$ cat src/design/atrc_pkg.sv
`timescale 1ns / 1ps

package atrc_pkg;

   localparam int BufferDepth = 4096;
   localparam int AddrWidth   = $clog2(BufferDepth);
   localparam int CountWidth  = $clog2(BufferDepth + 1);

   localparam int ByteCountWidth = 13;
   localparam int IndexWidth     = 12;
   localparam int TimeoutWidth   = 16;

   localparam logic [7:0] CharLf = 8'h0A;
   localparam logic [7:0] CharCr = 8'h0D;
   localparam logic [7:0] CharO  = 8'h4F;
   localparam logic [7:0] CharK  = 8'h4B;
   localparam logic [7:0] CharE  = 8'h45;
   localparam logic [7:0] CharR  = 8'h52;

   typedef enum logic [1:0] {
      ActArm  = 2'd0,
      ActByte = 2'd1,
      ActTick = 2'd2,
      ActRead = 2'd3
   } action_type;

   typedef enum logic [1:0] {
      StOk    = 2'd0,
      StError = 2'd1,
      StFail  = 2'd2
   } status_type;

   // Result of one item, minus the buffer read data that arrives from the RAM
   typedef struct packed {
      logic                  busy;
      status_type            status;
      logic                  done;
      logic [CountWidth-1:0] count;
      logic                  rd_valid;
   } result_type;

   typedef struct packed {
      logic                 en;
      logic [AddrWidth-1:0] addr;
      logic [7:0]           data;
   } wr_port_type;

   typedef struct packed {
      logic                 en;
      logic [AddrWidth-1:0] addr;
   } rd_port_type;

endpackage

$ cat src/design/atrc_ctrl.sv
`timescale 1ns / 1ps

module atrc_ctrl (
   input  logic                                clock,
   input  logic                                reset,
   input  logic                                item_valid,
   input  atrc_pkg::action_type                action,
   input  logic [7:0]                          rx_byte,
   input  logic [atrc_pkg::TimeoutWidth-1:0]   timeout_ticks,
   input  logic [atrc_pkg::IndexWidth-1:0]     read_index,
   output atrc_pkg::result_type                result,
   output atrc_pkg::wr_port_type               wr,
   output atrc_pkg::rd_port_type               rd
);

   logic [47:0]                           recent_ff, recent_in;
   logic [atrc_pkg::CountWidth-1:0]       count_ff, count_in;
   logic                                  collecting_ff, collecting_in;
   atrc_pkg::status_type                  status_ff, status_in;
   logic [atrc_pkg::TimeoutWidth-1:0]     ticks_ff, ticks_in, ticks_dec;
   logic                                  done;
   logic                                  full;
   logic                                  crlf, ok_seen, error_seen;

   assign full = (32'(count_ff) >= 32'(atrc_pkg::BufferDepth));
   assign ticks_dec = (ticks_ff == '0) ? '0 : ticks_ff - 1'b1;

   // recent_ff[7:0] is the byte stored just before the incoming one
   assign crlf = (rx_byte == atrc_pkg::CharLf) && (count_ff >= 1)
      && (recent_ff[7:0] == atrc_pkg::CharCr);
   assign ok_seen = crlf && (count_ff >= 3)
      && (recent_ff[23:16] == atrc_pkg::CharO) && (recent_ff[15:8] == atrc_pkg::CharK);
   assign error_seen = crlf && (count_ff >= 6)
      && (recent_ff[47:40] == atrc_pkg::CharE) && (recent_ff[39:32] == atrc_pkg::CharR)
      && (recent_ff[31:24] == atrc_pkg::CharR) && (recent_ff[23:16] == atrc_pkg::CharO)
      && (recent_ff[15:8] == atrc_pkg::CharR);

   always_comb begin
      recent_in     = recent_ff;
      count_in      = count_ff;
      collecting_in = collecting_ff;
      status_in     = status_ff;
      ticks_in      = ticks_ff;
      done          = 1'b0;
      wr.en         = 1'b0;
      wr.addr       = count_ff[atrc_pkg::AddrWidth-1:0];
      wr.data       = rx_byte;
      unique case (action)
         atrc_pkg::ActArm: begin
            recent_in     = '0;
            count_in      = '0;
            status_in     = atrc_pkg::StFail;
            ticks_in      = timeout_ticks;
            collecting_in = (timeout_ticks != '0);
            done          = (timeout_ticks == '0);
         end
         atrc_pkg::ActByte: begin
            if (collecting_ff) begin
               if (full) begin
                  status_in     = atrc_pkg::StFail;
                  collecting_in = 1'b0;
                  done          = 1'b1;
               end else begin
                  wr.en     = 1'b1;
                  count_in  = count_ff + 1'b1;
                  recent_in = {recent_ff[39:0], rx_byte};
                  if (ok_seen) begin
                     status_in     = atrc_pkg::StOk;
                     collecting_in = 1'b0;
                     done          = 1'b1;
                  end else if (error_seen) begin
                     status_in     = atrc_pkg::StError;
                     collecting_in = 1'b0;
                     done          = 1'b1;
                  end
               end
            end
         end
         atrc_pkg::ActTick: begin
            if (collecting_ff) begin
               ticks_in = ticks_dec;
               if (ticks_dec == '0) begin
                  collecting_in = 1'b0;
                  done          = 1'b1;
               end
            end
         end
         atrc_pkg::ActRead: begin
         end
         default: begin
         end
      endcase
      wr.en = wr.en & item_valid;
   end

   assign rd.en   = item_valid;
   assign rd.addr = atrc_pkg::AddrWidth'(read_index);

   assign result.busy     = collecting_in;
   assign result.status   = status_in;
   assign result.done     = done;
   assign result.count    = count_in;
   assign result.rd_valid = (action == atrc_pkg::ActRead)
      && (32'(read_index) < 32'(atrc_pkg::BufferDepth));

   always_ff @(posedge clock) begin
      if (reset) begin
         recent_ff     <= '0;
         count_ff      <= '0;
         collecting_ff <= 1'b0;
         status_ff     <= atrc_pkg::StFail;
         ticks_ff      <= '0;
      end else if (item_valid) begin
         recent_ff     <= recent_in;
         count_ff      <= count_in;
         collecting_ff <= collecting_in;
         status_ff     <= status_in;
         ticks_ff      <= ticks_in;
      end
   end

   a_done_not_busy: assert property (@(posedge clock) disable iff (reset)
      item_valid && result.done |-> !result.busy)
      else $error("collection ended but still busy");

   a_count_bounded: assert property (@(posedge clock) disable iff (reset)
      32'(count_ff) <= 32'(atrc_pkg::BufferDepth))
      else $error("stored count beyond buffer depth");

   a_idle_count_holds: assert property (@(posedge clock) disable iff (reset)
      item_valid && !collecting_ff && action != atrc_pkg::ActArm |=> $stable(count_ff))
      else $error("count moved while not collecting");

   a_write_only_collecting: assert property (@(posedge clock) disable iff (reset)
      wr.en |-> collecting_ff && !full)
      else $error("buffer write outside collection");

endmodule

$ cat config.mk
export PLATFORM = sky130hd
export DESIGN_NAME = atrc_ctrl
export DESIGN_NICKNAME = d
export VERILOG_FILES = /design/src/design/atrc_pkg.sv /design/src/design/atrc_ctrl.sv
export SDC_FILE = /design/constraint.sdc
export NUM_CORES = 1
export LEC_CHECK = 0
export ABC_AREA = 1
export BUFFER_PORTS_ARGS = -buffer_cell sky130_fd_sc_hd__clkbuf_2
export CAP_MARGIN = 20
export CORE_MARGIN = 4
export CORE_UTILIZATION = 30
export CTS_CLUSTER_DIAMETER = 100
export CTS_CLUSTER_SIZE = 28
export DETAILED_ROUTE_END_ITERATION = 8
export GPL_ROUTABILITY_DRIVEN = 0
export HOLD_SLACK_MARGIN = 0.12
export PLACE_DENSITY = 0.49
export SYNTH_ARGS = -nofsm -noshare
export SYNTH_HDL_FRONTEND = slang
export SYNTH_SLANG_ARGS = --single-unit
$ cat constraint.sdc
create_clock -name clock -period 2.8 [get_ports clock]
set_input_delay 0.56 -clock clock [delete_from_list [all_inputs] [get_ports clock]]
set_output_delay 0.56 -clock clock [all_outputs]
set_load 0.005 [all_outputs]
==> metrics.md, run 1 <==
| Metric | Value |
|---|---|
| Antenna Nets Post-Route | 0 |
| Antenna cells | 0 |
| TritonCTS clock tree | done |
| I/O pin cnt | between 90 and 100 |
| Setup tns final | -23.0 ps |
| P_leak | 2.50 nW |
| CP Launch Type | flip-flop |
| Metal-1 WL | 6.37 mm |
| Total track usage | 15.5% |
| Starting density of the core | 30.6% |
| DIE AREA | 17500 um^2 |
| Hpwl dp | 9.38 mm |
| Pin count of the biggest net entering global routing | 60 |
| Drt pass-1 iters | 6 |
| Port Buf Inserts | 68 |
| PD cells | about 580 nW/um^2 |
| Final hold violations | 0 |
| Synth top area cells | dfxtp_1, a21oi_1, nor2_1 |
| Sequential element share of the synthesized area | 34.5% |
| Slew HR | 35.0% |
| Synth area leader | dfxtp_1 |
| Root buf cell | clkbuf_16 |
| Worst skew pair latency | roughly 340 ps |
| Antenna violations before repair | 0 |
| Critical path type | reg -> out |
| Tmin final | 2810 ps |
| Layout cells sized above 1 | 22.9% |
| Yosys cell types | 34 |
| Core area | roughly 15000 um^2 |
| # rows | 45 |
| Worst-path clk slew | approximately 60 ps |
| Routed via count | 4725 |
| CP Data Required Time | 2240 ps |
| Total CTS buffers | 9 |
| Skew final | 3.65 ps |
| Fin nets | 783 |
| Post-DP Area | 4960 um^2 |
| Post-route DRC | 0 |
| Crit path DAT | around 2300 ps |
| H-tree Lvls | 3 |
| Gate Count Post-Synth | 697 |
| Setup ws final | -12.7 ps |
| Worst Hold Class | reg -> reg |
| Top cells by count, synth | nor2_1, nand2_1, a21oi_1 |
| RSZ-0062 raised after global routing | true |
| Achievable Freq | 0.356 GHz |
| Vias in the first global route | 4481 |
| First-pass GRT wire length | 22.4 mm |
| Max Cap Viol | 0 |
| Slew @ Worst Pin | 974 ps |
| Final instance area | 5540 um^2 |
| Die width | 132 um |
| Max Buffers Root-to-Sink | 2 |
| Final worst-path cycle share | 100% |
| Primary FF master, synth | dfxtp_1 |
| Synth Warn # | 0 |
| Crit-path max FO | 5 |
| Hold_ws | 464 ps |
| Grt total ovfl | 0 |
| Post-synth ARST share | 0% |
| Max-slew violation count | 0 |
| Mapped Nets | 746 |
| Most frequent cell after synthesis | nor2_1 |
| Finished Core Util | 36.4% |
| Final Setup Violations | 2 |
| Failing checks | negative setup slack |
| Seq cells post-synth | 80 |
| Mapped cell area | 4650 um^2 |
| Drt initial violations | 336 |
| Synth top area share | 34.5% |
| Highest routed layer | met4 |
| Area Overhead vs Synth | 19.2% |
| Critical path capture point type | primary output |
| Status | finished, violations left |
| Wire length on met3 | 608 um |
| Synthesized area per cell | roughly 6.7 um^2 |
| EDFF count, synth | 0 |
| Peak supply drop | between 300 and 400 uV |
| Die H | between 100 and 150 um |
| CTS Hold Bufs | 0 |
| Drt via density | just over 5 |
| Routed WL | 13.7 mm |
| Clock sinks | 80 |
| WL met2 | roughly 6.3 mm |
| Post-layout total power | between 0.003 and 0.004 W |
| Drt wl/cell | roughly 15 um |
==> metrics by stage <==
stage,std cells,worst slack (ps)
after floorplan,697,455
after global placement,898,172
after detailed placement,898,171
after CTS,919,1.07
after global routing,927,-155
final,927,-12.7
==> what timing repair did <==
item	CTS	global route
pin swaps	8	13
setup endpoints to repair	2	7
gates resized for setup	26	33
buffers inserted	5	7
gates cloned	0	1
==> logic make-up after synthesis <==
family,share of synthesized area (%)
AO/OA/AOI/OAI,21.5
AND/OR/NAND/NOR,26.5
flip-flops,34.5
XOR/XNOR,0.565
buffers and inverters,14.8
adder cells (fa/ha/maj),2.15
==> sequential cells by signal, summed over array words and instances (netlist names) <==
register	count
recent_ff	48
count_ff	13
collecting_ff	1
status_ff	2
ticks_ff	16
==> final timing paths <==
check | start | endpoint | slack, ps | depth (start not counted)
worst max-delay path | ticks_ff[1]$_SDFFE_PP0P_ | result[14] | -10 | 15
worst min register to register | recent_ff[41]$_SDFFE_PP0P_ | recent_ff[41]$_SDFFE_PP0P_ | 460 | 2
worst max register to register | collecting_ff$_SDFFE_PP0P_ | recent_ff[7]$_SDFFE_PP0P_ | 780 | 7
worst min-delay path | recent_ff[41]$_SDFFE_PP0P_ | recent_ff[41]$_SDFFE_PP0P_ | 460 | 2
==> layout make-up <==
class                   count  area [um^2]
flip-flops and latches     80         1620
multi-input cells         473         2550
clock inverters             6         70.1
well taps                 188          235
clock buffers              10          229
fillers                  1625         9660
inverters                  74          280
repair buffers             96          563
==> cell usage in the layout, fill, tap and decap left out, types with 12 or more instances in the layout <==
cell type,netlist,layout
nand2_1,82,75
inv_1,72,69
a211oi_1,12,12
o21ai_0,60,60
nand3_1,48,45
a21oi_1,81,80
nor2_1,105,90
nand4_1,17,17
a221oi_1,14,14
dfxtp_1,80,71
buf_4,35,27
clkbuf_2,0,67
==> metal layers <==
metal	global-route usage, %	vias to the layer above
li1	-	2385
met1	20.2	2176
met2	24.2	142
met3	3.00	22
met4	8.08	0
met5	0	-
==> worst max-delay path: stages (launching register included) <==
cell     delay [ps]
dfxtp_2         340
inv_2            80
ha_4            170
nand2_8          80
nor2_4          160
nand2_4          90
nand3_1          90
nand2_1          60
inv_1            80
nand2_2          70
nor2_4          120
nand3_1         100
nand2_2          80
nand3_2          60
a21oi_2         170
buf_2           140
==> where the power goes <==
| group | total (W) | internal, W | switching (W) |
|---|---|---|---|
| registers | 0.00128 | 0.00121 | 0.0000726 |
| logic | 0.000725 | 0.000279 | 0.000445 |
| clock network | 0.00120 | 0.000694 | 0.000506 |
Note: power is estimated with default switching activity, not from simulation.
==> run 2: changes to the inputs <==
--- a/config.mk
+++ b/config.mk
@@ -15,6 +15,7 @@
 export DETAILED_ROUTE_END_ITERATION = 8
 export GPL_ROUTABILITY_DRIVEN = 0
 export HOLD_SLACK_MARGIN = 0.12
+export MAX_ROUTING_LAYER = met4
 export PLACE_DENSITY = 0.49
 export SYNTH_ARGS = -nofsm -noshare
 export SYNTH_HDL_FRONTEND = slang
==> constraint.sdc (replaced) <==
create_clock -name clock -period 3.4 [get_ports clock]
set_input_delay 0.68 -clock clock [delete_from_list [all_inputs] [get_ports clock]]
set_output_delay 0.68 -clock clock [all_outputs]
set_load 0.005 [all_outputs]
==> metrics.md, run 2 (synthesis results as in run 1) <==
| Metric | Value |
|---|---|
| Drt initial violations | 443 (was 336) |
| Worst Hold Class | reg -> reg (unchanged) |
| DIE AREA | 17500 um^2 (unchanged) |
| Drt wl/cell | 14.2 um (was 14.7 um) |
| Routed via count | 4597 (was 4725) |
| Fin nets | 762 (was 783) |
| Most common cell after layout, fill and taps aside | nor2_1 (unchanged) |
| Post-route DRC | 0 (unchanged) |
| Skew final | 4.29 ps (was 3.65 ps) |
| Antenna Nets Post-Route | 0 (unchanged) |
| Crit path DAT | 2420 ps (was 2250 ps) |
| FILL cells | 1643 (was 1625) |
| Final worst-path cycle share | between 90 and 100% |
| First-pass GRT wire length | 21.4 mm (was 22.4 mm) |
| Critical path capture point type | primary output (unchanged) |
| Core area | 15200 um^2 (unchanged) |
| Setup ws final | 298 ps (was -12.7 ps) |
| TritonCTS clock tree | done (unchanged) |
| Slew @ Worst Pin | 1010 ps (was 974 ps) |
| Worst-path clk slew | 60 ps (about the same) |
| Post-CTS setup buffers | 0 (was 5) |
| Die H | 132 um (unchanged) |
| Internal power component | 0.00180 W (was 0.00218 W) |
| Sw power | 0.000772 W (was 0.00102 W) |
| Most frequent cells in the layout | nor2_1, nand2_1, a21oi_1 (was nor2_1, a21oi_1, nand2_1) |
| H-tree Lvls | 3 (unchanged) |
| Final hold violations | 0 (unchanged) |
| Slew HR | 32.5% (was 35.0%) |
| Top flop regs | recent_ff: 48 flops, ticks_ff: 16 flops, count_ff: 13 flops (unchanged) |
| Layout cells sized above 1 | 15.2% (was 22.9%) |
| Non-Filler Instances | 906 (was 927) |
| Pin count of the biggest net entering global routing | 60 (unchanged) |
| CP Data Required Time | 2720 ps (was 2240 ps) |
| Combinational power share | 19.1% (was 22.6%) |
| Vias in the first global route | 4246 (was 4481) |
| Setup tns final | 0 ps (was -23.0 ps) |
| Total track usage | 15.1% (was 15.5%) |
| Max Cap Viol | 0 (unchanged) |
| Max-slew violation count | 0 (unchanged) |
| Final Setup Violations | 0 (was 2) |
| Max reg flops | 48 (unchanged) |
| Grt total ovfl | 0 (unchanged) |
| Clock power frac | 40.1% (was 37.4%) |
| Tmin final | 3100 ps |
| Antenna violations before repair | 0 (unchanged) |
| Peak supply drop | 276 uV (was 300 uV) |
| Final instance area | 5220 um^2 (was 5540 um^2) |
| I/O pin cnt | 93 (unchanged) |
| Starting density of the core | 30.6% (unchanged) |
| Area Overhead vs Synth | 12.2% (was 19.2%) |
| Die width | 132 um (unchanged) |
| # rows | 45 (unchanged) |
| Achievable Freq | 0.322 GHz |
| Drt via density | 5.07 (was 5.10) |
| Hpwl dp | 9.15 mm (was 9.38 mm) |
| Root buf cell | clkbuf_16 (unchanged) |
| Post-layout total power | 0.00257 W (was 0.00321 W) |
| Total CTS buffers | 9 (unchanged) |
| Clock sinks | 80 (unchanged) |
| Sw Share | 30.0% (was 31.9%) |
| Status | complete, no violations (was finished, violations left) |
| Top reg by flops | recent_ff (unchanged) |
| Crit-path max FO | 7 (was 5) |
| Drt pass-1 iters | 7 (was 6) |
| Routed WL | 12.9 mm (was 13.7 mm) |
| Antenna cells | 0 (unchanged) |
| Port Buf Inserts | 68 (unchanged) |
| Critical path type | reg -> out (unchanged) |
| Post-DP Area | 4890 um^2 (was 4960 um^2) |
| Worst skew pair latency | 340 ps (about the same) |
| Max Buffers Root-to-Sink | 2 (unchanged) |
| P_leak | 2.38 nW (was 2.50 nW) |
| RSZ-0062 raised after global routing | false (was true) |
| Placed cells | 890 (was 898) |
| Part of the power in registers | 40.8% (was 40.0%) |
| Place WS | 346 ps (was 171 ps) |
| PD cells | 493 nW/um^2 (was 579 nW/um^2) |
| CP Launch Type | flip-flop (unchanged) |
run 2: what timing repair did:
item	in CTS	in global routing
endpoints found under the hold margin	0	0
setup endpoints to repair	0	2
hold buffers	0	0
gates resized for setup	0	4
run 2: cell type report:
class                   count  area, um^2  share of cell area [%]
clock buffers              13         270                    5.18
multi-input cells         472        2380                    45.7
clock inverters             3        47.5                   0.911
flip-flops and latches     80        1600                    30.7
repair buffers             76         400                    7.68
inverters                  74         278                    5.33
well taps                 188         235                    4.51
run 2: layer usage:
metal / routed length, um / track usage (%)
met3: 619 / 2.78
met4: 221 / 5.83
met1: 6130 / 19.7
met5: 0 / -
met2: 5920 / 23.3
run 2: worst paths after layout:
check / end / slack, ps / cells after the start / start
max reg2reg: collecting_ff$_SDFFE_PP0P_ / 1300 / 15 / ticks_ff[0]$_SDFFE_PP0P_
min: recent_ff[41]$_SDFFE_PP0P_ / 460 / 2 / recent_ff[41]$_SDFFE_PP0P_
min reg2reg: recent_ff[41]$_SDFFE_PP0P_ / 460 / 2 / recent_ff[41]$_SDFFE_PP0P_
max: result[17] / 300 / 16 / ticks_ff[0]$_SDFFE_PP0P_
run 2: power by group through the flow:
stage	combinational (W)	clock (W)	sequential, W
2_1_floorplan	0.000382	0	0.00105
3_3_place_gp	0.000482	0	0.00107
3_5_place_dp	0.000484	0	0.00107
4_1_cts	0.000487	0.00106	0.00105
5_1_grt	0.000564	0.00109	0.00106
6_report	0.000491	0.00103	0.00105
run 2: critical path, cell delays in order, from the launching register on:
cell and delay [ps]:
dfxtp_1 300, inv_2 100, ha_2 230, nand2_2 100, nor2_1 210, nand3_2 200, nand3_1 170, nand2_1 60
nor2_1 140, nand3_1 90, nand2_1 80, nand2_1 50, nand2_1 60, nand2_1 50, nand2_1 70, inv_1 50
clkbuf_2 110
run 2: per-stage QoR:
step | hold slack, ps | utilization (%)
6_report | 461 | 34.3
5_1_grt | 490 | 34.3
4_1_cts | 466 | 34.2
3_5_place_dp | 457 | 32.1
3_3_place_gp | 455 | 32.1
2_1_floorplan | 436 | -
==> run 3: changes to the inputs <==
--- a/config.mk
+++ b/config.mk
@@ -9,14 +9,14 @@
 export BUFFER_PORTS_ARGS = -buffer_cell sky130_fd_sc_hd__clkbuf_2
 export CAP_MARGIN = 20
 export CORE_MARGIN = 4
-export CORE_UTILIZATION = 30
+export CORE_UTILIZATION = 60
 export CTS_CLUSTER_DIAMETER = 100
 export CTS_CLUSTER_SIZE = 28
 export DETAILED_ROUTE_END_ITERATION = 8
 export GPL_ROUTABILITY_DRIVEN = 0
 export HOLD_SLACK_MARGIN = 0.12
 export MAX_ROUTING_LAYER = met4
-export PLACE_DENSITY = 0.49
+export PLACE_DENSITY = 0.86
 export SYNTH_ARGS = -nofsm -noshare
 export SYNTH_HDL_FRONTEND = slang
 export SYNTH_SLANG_ARGS = --single-unit
==> metrics.md, run 3 (synthesis results as in run 1) <==
| Metric | Value |
|---|---|
| Drt via density | 5.71 (was 5.07) |
| Final worst-path cycle share | 92.3% (was 91.2%) |
| Clock sinks | 80 (unchanged) |
| Total track usage | 25.5% (was 15.1%) |
| Max Buffers Root-to-Sink | 2 (unchanged) |
| Pin count of the biggest net entering global routing | 60 (unchanged) |
| CP peak stage delay | 300 ps (about the same) |
| CP Data Required Time | 2720 ps (about the same) |
| Critical Path Most Common Cell | nand2_1 (unchanged) |
| Fin nets | 763 (was 762) |
| Area Overhead vs Synth | 7.32% (was 12.2%) |
| Starting density of the core | 62.7% (was 30.6%) |
| Critical path capture point type | primary output (unchanged) |
| Final Setup Violations | 0 (unchanged) |
| Critical-path cell with the highest stage delay | dfxtp_1 (unchanged) |
| Area of the multi-input gates | 2370 um^2 (was 2380 um^2) |
| Layout cells sized above 1 | 14.7% (was 15.2%) |
| PD cells | 448 nW/um^2 (was 493 nW/um^2) |
| Total CTS buffers | 9 (unchanged) |
| # rows | 31 (was 45) |
| Drt wl/cell | 13.6 um (was 14.2 um) |
| Antenna cells | 0 (unchanged) |
| Die width | 96.0 um (was 132 um) |
| DIE AREA | 9220 um^2 (was 17500 um^2) |
| Worst r2r src | ticks_ff[0]$_SDFFE_PP0P_ (unchanged) |
| Final hold violations | 0 (unchanged) |
| Max reg flops | 48 (unchanged) |
| FILL cells | 656 (was 1643) |
| Root buf cell | clkbuf_8 (was clkbuf_16) |
| Core area | 7410 um^2 (was 15200 um^2) |
| Worst-path cell chain | inv_1 > ha_1 > nand2_2 > nor2_1 > nand3_1 > nand3_1 > nand2_1 > nor2_1 > nand3_1 > nand2_1 > nand2_1 > nand2_1 > nand2_1 > nand2_1 > inv_1 > clkbuf_2 (was inv_2 > ha_2 > nand2_2 > nor2_1 > nand3_2 > nand3_1 > nand2_1 > nor2_1 > nand3_1 > nand2_1 > nand2_1 > nand2_1 > nand2_1 > nand2_1 > inv_1 > clkbuf_2) |
| Drt pass-1 iters | 5 (was 7) |
| Worst Hold Class | reg -> reg (unchanged) |
| Slew @ Worst Pin | 880 ps (was 1010 ps) |
| Crit path DAT | 2460 ps (was 2420 ps) |
| CP Buf/Inv Count | 3 (unchanged) |
| CP delay by family, top | simple AND/OR/NAND/NOR gates (unchanged) |
| Endpoint of the most critical register-to-register path | collecting_ff$_SDFFE_PP0P_ (unchanged) |
| Max Cap Viol | 0 (unchanged) |
| Critical path type | reg -> out (unchanged) |
| Slew HR | 41.3% (was 32.5%) |
| Skew final | 10.0 ps (was 4.29 ps) |
| Post-route DRC | 0 (unchanged) |
| Hold path cells | 2 (unchanged) |
| Reg2Reg Setup Slack | 1250 ps (was 1300 ps) |
| First-pass GRT wire length | 18.4 mm (was 21.4 mm) |
| Top reg by flops | recent_ff (unchanged) |
| Hpwl dp | 7.81 mm (was 9.15 mm) |
| Port Buf Inserts | 68 (unchanged) |
| TritonCTS clock tree | done (unchanged) |
| Hold path start | recent_ff[45]$_SDFFE_PP0P_ (was recent_ff[41]$_SDFFE_PP0P_) |
| Setup tns final | 0 ps (unchanged) |
| Achievable Freq | 0.319 GHz (was 0.322 GHz) |
| Most common cell after layout, fill and taps aside | nor2_1 (unchanged) |
| RSZ-0062 raised after global routing | false (unchanged) |
| Antenna violations before repair | 0 (unchanged) |
| Worst hold path endpoint | recent_ff[45]$_SDFFE_PP0P_ (was recent_ff[41]$_SDFFE_PP0P_) |
| CP Launch Type | flip-flop (unchanged) |
| CTS Hold Bufs | 0 (unchanged) |
| P_leak | 2.33 nW (was 2.38 nW) |
| H-tree Lvls | 3 (unchanged) |
| Finished Core Util | 67.3% (was 34.3%) |
| Status | complete, no violations (unchanged) |
| Antenna Nets Post-Route | 0 (unchanged) |
| Max-slew violation count | 0 (unchanged) |
| Grt total ovfl | 0 (unchanged) |
| Crit-path max FO | 7 (unchanged) |
| Worst-path clk slew | 80 ps (was 60 ps) |
| Tmin final | 3140 ps (was 3100 ps) |
| Routed WL | 11.1 mm (was 12.9 mm) |
| Stages on the worst setup path | 16 (unchanged) |
| Vias in the first global route | 4121 (was 4246) |
| Top flop regs | recent_ff: 48 flops, ticks_ff: 16 flops, count_ff: 13 flops (unchanged) |
| Worst skew pair latency | 350 ps (was 340 ps) |
| Peak supply drop | 381 uV (was 276 uV) |
| Routed via count | 4671 (was 4597) |
| Drt initial violations | 267 (was 443) |
| Most frequent cells in the layout | nor2_1, nand2_1, a21oi_1 (unchanged) |
| Die H | 96.0 um (was 132 um) |
| Register Area | 1600 um^2 (unchanged) |
| I/O pin cnt | 93 (unchanged) |
| Reg2Reg Depth | 15 (unchanged) |
==> run 3: cell types whose count changed in the layout (fill, tap and decap cells not counted), moves of 2 or more <==
cell,change
clkbuf_16,-9
clkbuf_8,+6
ha_1,+2
ha_2,-2
==> run 3: worst reg2reg max path, delay by kind of cell (launching register included) <==
kind	cells	cell delay [ps]
compound gates	1	60
buf+inv	1	160
fa+ha+maj	1	270
simple gates	12	1240
flops	1	300
==> run 3: where the power goes <==
group / switching [W] / internal (W)
Clock: 0.000364 / 0.000344
Combinational: 0.000306 / 0.000171
Sequential: 0.0000553 / 0.000994
Total: 0.000724 / 0.00151
==> run 3: cell type report <==
class / count / share of cell area (%)
clock buffer: 10 / 2.56
clock inverter: 6 / 1.38
tap: 99 / 2.48
multi-input combinational: 472 / 47.6
sequential: 80 / 32.1
timing repair buffer: 77 / 8.33
inverter: 74 / 5.57
==> run 3: worst max-delay path by stage <==
stage / startpoint / to / slack [ps]
2_1_floorplan: action[1] / result[12] / 820
3_3_place_gp: action[1] / result[11] / 510
3_5_place_dp: action[1] / result[11] / 440
4_1_cts: ticks_ff[0]$_SDFFE_PP0P_ / result[17] / 170
5_1_grt: ticks_ff[0]$_SDFFE_PP0P_ / result[17] / 20
6_report: ticks_ff[0]$_SDFFE_PP0P_ / result[17] / 260
==> run 3: what timing repair did <==
item / in CTS / in global routing
endpoints found under the setup margin: 0 / 2
resized for setup: 0 / 1
buffers inserted: 0 / 0
==> run 3: metal layers <==
metal  wire, um  vias to the layer above  GRT usage, %
met3        724                       19          4.93
met4        149                        0          6.16
li1           -                     2340             -
met5          0                        -             -
met2       5460                      175          41.9
met1       4810                     2137          32.3
==> run 3: stage by stage <==
stage          std cells  setup slack, ps  cell area, um^2  power [W]  hold slack, ps
2_1_floorplan        697              815             4650    0.00143             436
3_3_place_gp         801              510             4770    0.00152             448
3_5_place_dp         801              443             4770    0.00153             455
4_1_cts              817              167             4970    0.00223             467
5_1_grt              818             15.5             4990    0.00235             492
6_report             818              263             4990    0.00223             468
